[src/rtl/image_format_sniffer_unit_assert.svh]
// Assertion macros used by the image format sniffer top level.
`ifndef IMAGE_FORMAT_SNIFFER_UNIT_ASSERT_SVH
`define IMAGE_FORMAT_SNIFFER_UNIT_ASSERT_SVH

// The antecedent holds in this cycle, so the consequent must hold in the same cycle.
`define IFS_ASSERT_SAME(lbl, ant, cons) \
  lbl: assert property (@(posedge clk_i) disable iff (!rst_ni) (ant) |-> (cons)) \
    else $error("ifs assertion failed");

// The antecedent holds in this cycle, so the consequent must hold in the next cycle.
`define IFS_ASSERT_NEXT(lbl, ant, cons) \
  lbl: assert property (@(posedge clk_i) disable iff (!rst_ni) (ant) |=> (cons)) \
    else $error("ifs assertion failed");

`endif

[src/rtl/ifs_pkg.sv]
// Shared types, constants and brand tables for the image format sniffer.
package ifs_pkg;

  localparam int unsigned SVG_PROBE_WINDOW_DEF = 256;
  localparam int unsigned COUNT_BITS_DEF       = 32;
  localparam int unsigned HdrLen               = 12;

  typedef enum logic [2:0] {
    FmtNone = 3'd0,
    FmtPng  = 3'd1,
    FmtJpeg = 3'd2,
    FmtWebp = 3'd3,
    FmtGif  = 3'd4,
    FmtAvif = 3'd5,
    FmtHeic = 3'd6,
    FmtSvg  = 3'd7
  } ifs_fmt_e;

  // Header test results, taken from the state as it stands after the current byte.
  typedef struct packed {
    logic png;
    logic jpeg;
    logic webp;
    logic gif;
    logic avif;
    logic heic;
  } ifs_hdr_flags_t;

  localparam logic [31:0] TagPng  = 32'h89504E47;
  localparam logic [31:0] TagRiff = 32'h52494646;
  localparam logic [31:0] TagGif8 = 32'h47494638;
  localparam logic [31:0] TagFtyp = 32'h66747970;
  localparam logic [31:0] TagSvg  = 32'h3C737667;  // "<svg"
  localparam logic [31:0] TagXml  = 32'h3F786D6C;  // "?xml"

  localparam logic [7:0] ChBom0 = 8'hEF;
  localparam logic [7:0] ChBom1 = 8'hBB;
  localparam logic [7:0] ChBom2 = 8'hBF;
  localparam logic [7:0] ChJpg0 = 8'hFF;
  localparam logic [7:0] ChJpg1 = 8'hD8;
  localparam logic [7:0] ChLt   = 8'h3C;
  localparam logic [7:0] ChSp   = 8'h20;
  localparam logic [7:0] ChTab  = 8'h09;
  localparam logic [7:0] ChCr   = 8'h0D;
  localparam logic [7:0] ChLf   = 8'h0A;

  function automatic logic is_avif_brand(input logic [31:0] w);
    return (w == 32'h61766966) || (w == 32'h61766973);  // avif, avis
  endfunction

  function automatic logic is_heic_brand(input logic [31:0] w);
    return (w == 32'h68656963) || (w == 32'h68656978) ||  // heic, heix
           (w == 32'h68657663) || (w == 32'h68657678) ||  // hevc, hevx
           (w == 32'h6865696D) || (w == 32'h68656973) ||  // heim, heis
           (w == 32'h6D696631) || (w == 32'h6D736631);    // mif1, msf1
  endfunction

endpackage

[src/rtl/ifs_hdr_track.sv]
// Byte counter, header bytes, four-byte window and ISO-BMFF brand tracking.
module ifs_hdr_track #(
  parameter int unsigned COUNT_BITS = ifs_pkg::COUNT_BITS_DEF
) (
  input  logic                   clk_i,
  input  logic                   rst_ni,
  input  logic                   step_i,
  input  logic                   last_i,
  input  logic [7:0]             data_byte_i,
  output logic [COUNT_BITS-1:0]  count_o,
  output logic [31:0]            window_o,
  output ifs_pkg::ifs_hdr_flags_t flags_o
);
  import ifs_pkg::*;

  localparam int unsigned CmpW = (COUNT_BITS > 32) ? COUNT_BITS : 32;

  logic [COUNT_BITS-1:0] count_q, count_d;
  logic [31:0]           window_q, window_d;
  logic [1:0]            brand_q, brand_d;
  logic [7:0]            hdr_q [HdrLen];
  logic [7:0]            hdr_d [HdrLen];
  logic                  fresh, scan_hit;
  logic [31:0]           word0, word1;

  always_comb begin
    fresh    = (count_q != '1);
    count_d  = fresh ? count_q + 1'b1 : count_q;
    window_d = {window_q[23:0], data_byte_i};
    hdr_d    = hdr_q;
    if (fresh && (count_q < COUNT_BITS'(HdrLen))) begin
      hdr_d[count_q[3:0]] = data_byte_i;
    end
    word0 = {hdr_d[0], hdr_d[1], hdr_d[2], hdr_d[3]};
    word1 = {hdr_d[4], hdr_d[5], hdr_d[6], hdr_d[7]};
    // The box size bounds which compatible brands count; zero means to end of file.
    scan_hit = fresh && (count_d >= COUNT_BITS'(HdrLen)) && (word1 == TagFtyp) &&
               ((count_d == COUNT_BITS'(HdrLen)) ||
                ((count_d >= COUNT_BITS'(20)) && (count_d[1:0] == 2'b00) &&
                 ((word0 == 32'd0) || (CmpW'(count_d) <= CmpW'(word0)))));
    brand_d = brand_q;
    if (scan_hit) begin
      brand_d = brand_q | {is_heic_brand(window_d), is_avif_brand(window_d)};
    end
    flags_o.png  = (count_d >= COUNT_BITS'(8)) && (word0 == TagPng);
    flags_o.jpeg = (count_d >= COUNT_BITS'(3)) && (hdr_d[0] == ChJpg0) &&
                   (hdr_d[1] == ChJpg1) && (hdr_d[2] == ChJpg0);
    flags_o.webp = (count_d >= COUNT_BITS'(4)) && (word0 == TagRiff);
    flags_o.gif  = (count_d >= COUNT_BITS'(4)) && (word0 == TagGif8);
    flags_o.avif = brand_d[0];
    flags_o.heic = brand_d[1];
  end

  always_ff @(posedge clk_i or negedge rst_ni) begin
    if (!rst_ni) begin
      count_q  <= '0;
      window_q <= '0;
      brand_q  <= '0;
      for (int i = 0; i < HdrLen; i++) begin
        hdr_q[i] <= '0;
      end
    end else if (step_i) begin
      if (last_i) begin
        count_q  <= '0;
        window_q <= '0;
        brand_q  <= '0;
        for (int i = 0; i < HdrLen; i++) begin
          hdr_q[i] <= '0;
        end
      end else begin
        count_q  <= count_d;
        window_q <= window_d;
        brand_q  <= brand_d;
        hdr_q    <= hdr_d;
      end
    end
  end

  assign count_o  = count_q;
  assign window_o = window_d;

endmodule

[src/rtl/ifs_svg_scan.sv]
// SVG text scanner: optional BOM, whitespace skip, then tag match or XML probe.
module ifs_svg_scan #(
  parameter int unsigned SVG_PROBE_WINDOW = ifs_pkg::SVG_PROBE_WINDOW_DEF,
  parameter int unsigned COUNT_BITS       = ifs_pkg::COUNT_BITS_DEF
) (
  input  logic                  clk_i,
  input  logic                  rst_ni,
  input  logic                  step_i,
  input  logic                  last_i,
  input  logic [7:0]            data_byte_i,
  input  logic [COUNT_BITS-1:0] pos_i,
  input  logic [31:0]           window_i,
  output logic                  svg_o
);
  import ifs_pkg::*;

  typedef enum logic [2:0] {
    PhStart, PhBom1, PhBom2, PhSkip, PhMatch, PhProbe, PhDone
  } phase_e;

  phase_e                phase_q, phase_d;
  logic [COUNT_BITS-1:0] start_q, start_d;
  logic                  found_q, found_d;
  logic [COUNT_BITS-1:0] rel;
  logic [63:0]           rel_ext;
  logic                  is_ws;

  always_comb begin
    phase_d = phase_q;
    start_d = start_q;
    found_d = found_q;
    rel     = pos_i - start_q;
    rel_ext = 64'(rel);
    is_ws   = (data_byte_i == ChSp) || (data_byte_i == ChTab) ||
              (data_byte_i == ChCr) || (data_byte_i == ChLf);
    unique case (phase_q) inside
      PhStart, PhSkip: begin
        if ((phase_q == PhStart) && (data_byte_i == ChBom0)) begin
          phase_d = PhBom1;
        end else if (is_ws) begin
          phase_d = PhSkip;
        end else if (data_byte_i == ChLt) begin
          start_d = pos_i;
          phase_d = PhMatch;
        end else begin
          phase_d = PhDone;
        end
      end
      PhBom1: phase_d = (data_byte_i == ChBom1) ? PhBom2 : PhDone;
      PhBom2: phase_d = (data_byte_i == ChBom2) ? PhSkip : PhDone;
      PhMatch: begin
        if ((rel_ext == 64'd3) && (window_i == TagSvg)) begin
          found_d = 1'b1;
          phase_d = PhDone;
        end else if (rel_ext >= 64'd4) begin
          phase_d = (window_i == TagXml) ? PhProbe : PhDone;
        end
      end
      PhProbe: begin
        if (rel_ext >= 64'(SVG_PROBE_WINDOW)) begin
          phase_d = PhDone;
        end else if (window_i == TagSvg) begin
          found_d = 1'b1;
          phase_d = PhDone;
        end
      end
      default: phase_d = PhDone;
    endcase
  end

  always_ff @(posedge clk_i or negedge rst_ni) begin
    if (!rst_ni) begin
      phase_q <= PhStart;
      start_q <= '0;
      found_q <= 1'b0;
    end else if (step_i) begin
      if (last_i) begin
        phase_q <= PhStart;
        start_q <= '0;
        found_q <= 1'b0;
      end else begin
        phase_q <= phase_d;
        start_q <= start_d;
        found_q <= found_d;
      end
    end
  end

  assign svg_o = found_d;

endmodule

[src/rtl/image_format_sniffer_unit.sv]
// Top level of the image format sniffer: input register, trackers, result register.
//
//  channel | signals                                  | item
//  --------+------------------------------------------+-------------------------------
//  in      | in_valid_i, in_ready_o, data_byte_i,     | one file byte, last_byte_i
//          | last_byte_i                              | marks the end of the file
//  out     | out_valid_o, out_ready_i, format_code_o  | one format code per file
//
// Each byte passes through the input register before it is folded into the
// tracking state, so one byte is taken every cycle unless a last byte is held back.
// The format code of a file is loaded into the result register when the file's
// last byte moves on from the input register, and the tracking state clears at
// that same edge.
// Reset clears every register but the held byte and its last flag; no clearing pass is needed.
// A waiting result holds back only a last byte, and while that byte waits in
// the input register no new byte is accepted.

`include "image_format_sniffer_unit_assert.svh"

module image_format_sniffer_unit #(
  parameter int unsigned SVG_PROBE_WINDOW = ifs_pkg::SVG_PROBE_WINDOW_DEF,
  parameter int unsigned COUNT_BITS       = ifs_pkg::COUNT_BITS_DEF
) (
  input  logic       clk_i,
  input  logic       rst_ni,
  input  logic       in_valid_i,
  output logic       in_ready_o,
  input  logic [7:0] data_byte_i,
  input  logic       last_byte_i,
  output logic       out_valid_o,
  input  logic       out_ready_i,
  output logic [2:0] format_code_o
);
  import ifs_pkg::*;

  // Input register.
  logic       in_valid_q;
  logic [7:0] byte_q;
  logic       last_q;

  // Result register.
  logic       out_valid_q;
  ifs_fmt_e   code_q, code_d;

  logic                  step;
  logic [COUNT_BITS-1:0] count;
  logic [31:0]           window;
  ifs_hdr_flags_t        flags;
  logic                  svg_hit;

  // The held byte moves into the trackers unless it ends a file and the
  // previous result has not been taken yet.
  assign step       = in_valid_q && (!last_q || !out_valid_q || out_ready_i);
  assign in_ready_o = !in_valid_q || step;

  always_ff @(posedge clk_i or negedge rst_ni) begin
    if (!rst_ni) begin
      in_valid_q <= 1'b0;
    end else if (in_ready_o) begin
      in_valid_q <= in_valid_i;
    end
  end

  always_ff @(posedge clk_i) begin
    if (in_ready_o && in_valid_i) begin
      byte_q <= data_byte_i;
      last_q <= last_byte_i;
    end
  end

  ifs_hdr_track #(
    .COUNT_BITS (COUNT_BITS)
  ) u_hdr (
    .clk_i       (clk_i),
    .rst_ni      (rst_ni),
    .step_i      (step),
    .last_i      (last_q),
    .data_byte_i (byte_q),
    .count_o     (count),
    .window_o    (window),
    .flags_o     (flags)
  );

  ifs_svg_scan #(
    .SVG_PROBE_WINDOW (SVG_PROBE_WINDOW),
    .COUNT_BITS       (COUNT_BITS)
  ) u_svg (
    .clk_i       (clk_i),
    .rst_ni      (rst_ni),
    .step_i      (step),
    .last_i      (last_q),
    .data_byte_i (byte_q),
    .pos_i       (count),
    .window_i    (window),
    .svg_o       (svg_hit)
  );

  // Magic numbers first, in fixed priority, then brands, then SVG text.
  always_comb begin
    if (flags.png) begin
      code_d = FmtPng;
    end else if (flags.jpeg) begin
      code_d = FmtJpeg;
    end else if (flags.webp) begin
      code_d = FmtWebp;
    end else if (flags.gif) begin
      code_d = FmtGif;
    end else if (flags.avif) begin
      code_d = FmtAvif;
    end else if (flags.heic) begin
      code_d = FmtHeic;
    end else if (svg_hit) begin
      code_d = FmtSvg;
    end else begin
      code_d = FmtNone;
    end
  end

  always_ff @(posedge clk_i or negedge rst_ni) begin
    if (!rst_ni) begin
      out_valid_q <= 1'b0;
      code_q      <= FmtNone;
    end else if (step && last_q) begin
      out_valid_q <= 1'b1;
      code_q      <= code_d;
    end else if (out_ready_i) begin
      out_valid_q <= 1'b0;
    end
  end

  assign out_valid_o   = out_valid_q;
  assign format_code_o = code_q;

  // A file's last byte always leaves a result behind.
  `IFS_ASSERT_NEXT(a_last_gives_result, step && last_q, out_valid_q)
  // The byte count restarts after the end of a file.
  `IFS_ASSERT_NEXT(a_count_clears, step && last_q, count == '0)
  // A held byte that cannot move stays in the input register.
  `IFS_ASSERT_NEXT(a_hold_input, in_valid_q && !step, in_valid_q && $stable(byte_q))
  // An unfinished result is never overwritten.
  `IFS_ASSERT_SAME(a_no_overwrite, out_valid_q && !out_ready_i, !(step && last_q))

endmodule

[config.mk]
export PLATFORM = sky130hd
export DESIGN_NAME = image_format_sniffer_unit
export DESIGN_NICKNAME = d
export VERILOG_FILES = /design/src/rtl/ifs_pkg.sv /design/src/rtl/ifs_hdr_track.sv /design/src/rtl/ifs_svg_scan.sv /design/src/rtl/image_format_sniffer_unit.sv
export VERILOG_INCLUDE_DIRS = /design/src /design/src/rtl
export SDC_FILE = /design/constraint.sdc
export NUM_CORES = 1
export LEC_CHECK = 0
export BUFFER_PORTS_ARGS = -buffer_cell sky130_fd_sc_hd__buf_4
export CORE_ASPECT_RATIO = 1.4
export CORE_UTILIZATION = 55
export CTS_BUF_LIST = sky130_fd_sc_hd__clkbuf_4
export DETAILED_ROUTE_END_ITERATION = 8
export PLACE_DENSITY = 0.68
export SLEW_MARGIN = 0
export SYNTH_ARGS = -nofsm -noshare
export SYNTH_HDL_FRONTEND = slang
export SYNTH_HIERARCHICAL = 1
export SYNTH_SLANG_ARGS = --single-unit
[constraint.sdc]
create_clock -name clk_i -period 11.9 [get_ports clk_i]
set_input_delay 1.19 -clock clk_i [delete_from_list [all_inputs] [get_ports clk_i]]
set_output_delay 1.19 -clock clk_i [all_outputs]
set_load 0.01 [all_outputs]
==> results.cfg <==
[detailed_routing]
wl_per_cell_um = 23.8
dr.pass1.iters = 5
finalWirelength_mm = 42.4
drc = 0
vias = 12400
viasPerCell = 6.98
drt_iter0_markers = 1141
ant_nets = 0

[clocking]
clkLatencyLatePin_ns = 0.61
htree_levels = 4
cts_inserted_buffers = 17
clk_pin_slew_ns = 0.16
post-cts-setup-buffer-count = 0
cts_resized = 0
cts_tree = built
cts_hold_buf = 0
root_buffer = clkbuf_4
clkSinkCount = 172
cts_buffer_depth = 2

[status]
status = finished, final reports clean

[synth]
synth_ff_type = dfrtp_1
synth_cell_types = 92
ys_ff_latch = 172
seq_area_frac_synth_pct = 32.5
synth_area_leaders = dfrtp_1 31%, ha_1 6.2%, o2bb2ai_1 4.5%
netlist.area_leader.share_pct = 30.5
ys_warn_count = 6
synth.cell_area_um2 = 13400
ys_async_sr_fraction_pct = 94.8
synth_area_per_cell_um2 = 8.79
syn_nets = 1601
yosys.area.top_type = dfrtp_1
synth_edf_count = 9
synth_cells = 1521

[critical_path]
end_kind = register
path_buf_inv = 1
r2r-end = format_code_o[2]$_DFFE_PN0P_
critPathLaunch = u_hdr/count_o[1]$_DFFE_PN0P_
critPathRequiredTime_ns = 12.41
critPathKind = reg2reg
path_cells = ha_1, nand4_1, nor4_2, nor4_1, and3_1, xnor2_1, inv_1, ha_1, nand4_1, or2_2, nor4_1, a221oi_1, a21oi_1, o21ai_1, or2_2, a41o_1, nor2_1, a2111oi_0, mux2_1
crit_fanout = 14
start_kind = register
crit_end = format_code_o[2]$_DFFE_PN0P_
critical_path_arrival_ns = 6.38
cpPeakStageDelay_ns = 0.67
r2r_cells = 19
r2r_slack_ns = 6.04
r2r-start = u_hdr/count_o[1]$_DFFE_PN0P_
cp_top_family = simple AND/OR/NAND/NOR gates
crit_cells = 19
crit_slowest_cell = nor4_1

[sta]
worst_slew_pin_slew_ns = 1.09
max_freq_mhz = 171
fin_skew_ns = 0.0273
setup_violations = 0
hold_viol = 0
fin_setup_tns_ns = 0
drv_slew = 0
period_needed_ns = 5.86
slew_headroom_pct = 25.1
rsz0062_at_grt = no
period_share_pct = 49.3

[finish]
drive_above_1_share_pct = 7.89
fillers = 2201
areaGrowthSynthToFinish_pct = 3.12
finish.utilization_pct = 57.7
final_nets = 1537
final_cell_mix = 163 x dfrtp_1, 109 x nand2_1, 85 x nor2_1, 79 x inv_1, 68 x o2bb2ai_1
final_common_cell = dfrtp_1

[job]
cap_violations = 0

[floorplan]
die_x_um = 134
start_util_pct = 56.0
die_h_um = 186
rows = 67
die_area_um2 = 24900
io_pins = 18
coreArea_um2 = 23900

[placed_design]
hpwl_mm = 30.9
globalplace.congestion = 1.00
io_buffers = 17

[power_and_ir_drop]
p_leak_nw = 5.85
power_density_nw_per_um2 = 124
peakVddDrop_v = 0.000101

[grt]
grt_pass1_vias = 12100
grt_remaining_overflow = 0
antenna_found_initial = 1
grt_max_degree = 84
track_usage_pct = 34.6
grt_pass1_wl_mm = 66.9

[min_path]
min_from = u_hdr/hdr_q[75]$_DFFE_PN0P_
worstHoldPathType = reg2reg
-- area by class of cell --
cell class	count	area, um2	share of cell area (%)
tap	310	388	2.81
multi-input combinational	1150	8200	59.4
antenna	1	2.50	0.0181
sequential	172	4350	31.5
inverter	80	302	2.19
clock inverter	13	134	0.971
timing repair buffer	36	274	1.99
clock buffer	19	143	1.03
-- sequential cells by signal (all words and copies together), names as in the netlist --
signal,cells
u_svg/start_q,32
in_valid_q,1
u_hdr/window_q,24
out_valid_o,1
u_hdr/count_o,32
u_svg/phase_q,3
u_svg/found_q,1
u_hdr/hdr_q,64
u_hdr/brand_q,2
byte_q,8
last_q,1
format_code_o,3
-- worst register-to-register path, stage by stage, from the launching register on --
cell and delay, ns:
dfrtp_1 0.59, ha_1 0.54, nand4_1 0.29, nor4_2 0.57, nor4_1 0.19, and3_1 0.23, xnor2_1 0.33, inv_1 0.11
ha_1 0.31, nand4_1 0.09, or2_2 0.29, nor4_1 0.67, a221oi_1 0.19, a21oi_1 0.18, o21ai_1 0.13, or2_2 0.33
a41o_1 0.19, nor2_1 0.14, a2111oi_0 0.10, mux2_1 0.32
-- synth_stat cells, types with 13 or more instances --
cell type,instances
o31ai_1,18
dfrtp_1,163
nand3b_1,21
or4_1,15
a21o_1,15
a22o_1,51
o21a_1,13
a21oi_1,57
and3_1,20
nand4_1,53
a22oi_1,37
o2bb2ai_1,68
nand2_1,109
buf_2,29
nor2_1,86
inv_1,79
xor2_1,21
nand3_1,44
nor4_1,31
o211ai_1,17
clkbuf_1,75
xnor2_1,24
ha_1,66
a31oi_1,13
a211oi_1,13
mux2i_1,44
o21ai_0,65
nor3_1,37
-- power breakdown --
part | switching (mW) | internal (mW)
Sequential | 0.0724 | 0.658
Clock | 0.229 | 0.114
Combinational | 0.376 | 0.263
-- per-layer routing --
| metal | up-vias | GRT usage [%] | part of all wire, % |
|---|---|---|---|
| met1 | 6044 | 40.3 | 39 |
| met5 | - | 0 | 0 |
| li1 | 5699 | - | - |
| met2 | 530 | 60.7 | 51 |
| met3 | 150 | 4.73 | 5.2 |
| met4 | 0 | 18.6 | 5.0 |
-- how the worst min path moves through the flow --
stage,slack [ns],cells past startpoint,end
2_1_floorplan,0.46,1,u_hdr/hdr_q[84]$_DFFE_PN0P_
3_3_place_gp,0.47,1,u_hdr/hdr_q[73]$_DFFE_PN0P_
3_5_place_dp,0.47,1,u_hdr/hdr_q[75]$_DFFE_PN0P_
4_1_cts,0.51,1,u_hdr/hdr_q[75]$_DFFE_PN0P_
5_1_grt,0.53,1,u_hdr/hdr_q[75]$_DFFE_PN0P_
6_report,0.50,1,u_hdr/hdr_q[75]$_DFFE_PN0P_
-- logic make-up after synthesis --
group                      count (synthesis)  share of synthesized area (%)
AOI/OAI and AO/OA                        454                           25.0
xor gates and xnor gates                  45                           2.95
adders and majority gates                 67                           6.33
buffers and inverters                    199                           6.31
DFF                                      172                           32.5
muxes                                     52                           3.97
and+or+nand+nor                          532                           22.9
-- stage by stage --
step	power (mW)	cell area [um2]	cells	worst slack, ns	hold WS, ns
2_1_floorplan	1.20	13400	1521	7.42	0.455
3_3_place_gp	1.36	13500	1748	6.32	0.470
3_5_place_dp	1.36	13500	1748	6.15	0.474
4_1_cts	1.71	13800	1780	6.14	0.510
5_1_grt	1.81	13800	1781	5.64	0.531
6_report	1.71	13800	1781	6.04	0.503
Note: power is estimated with default switching activity, not from simulation.
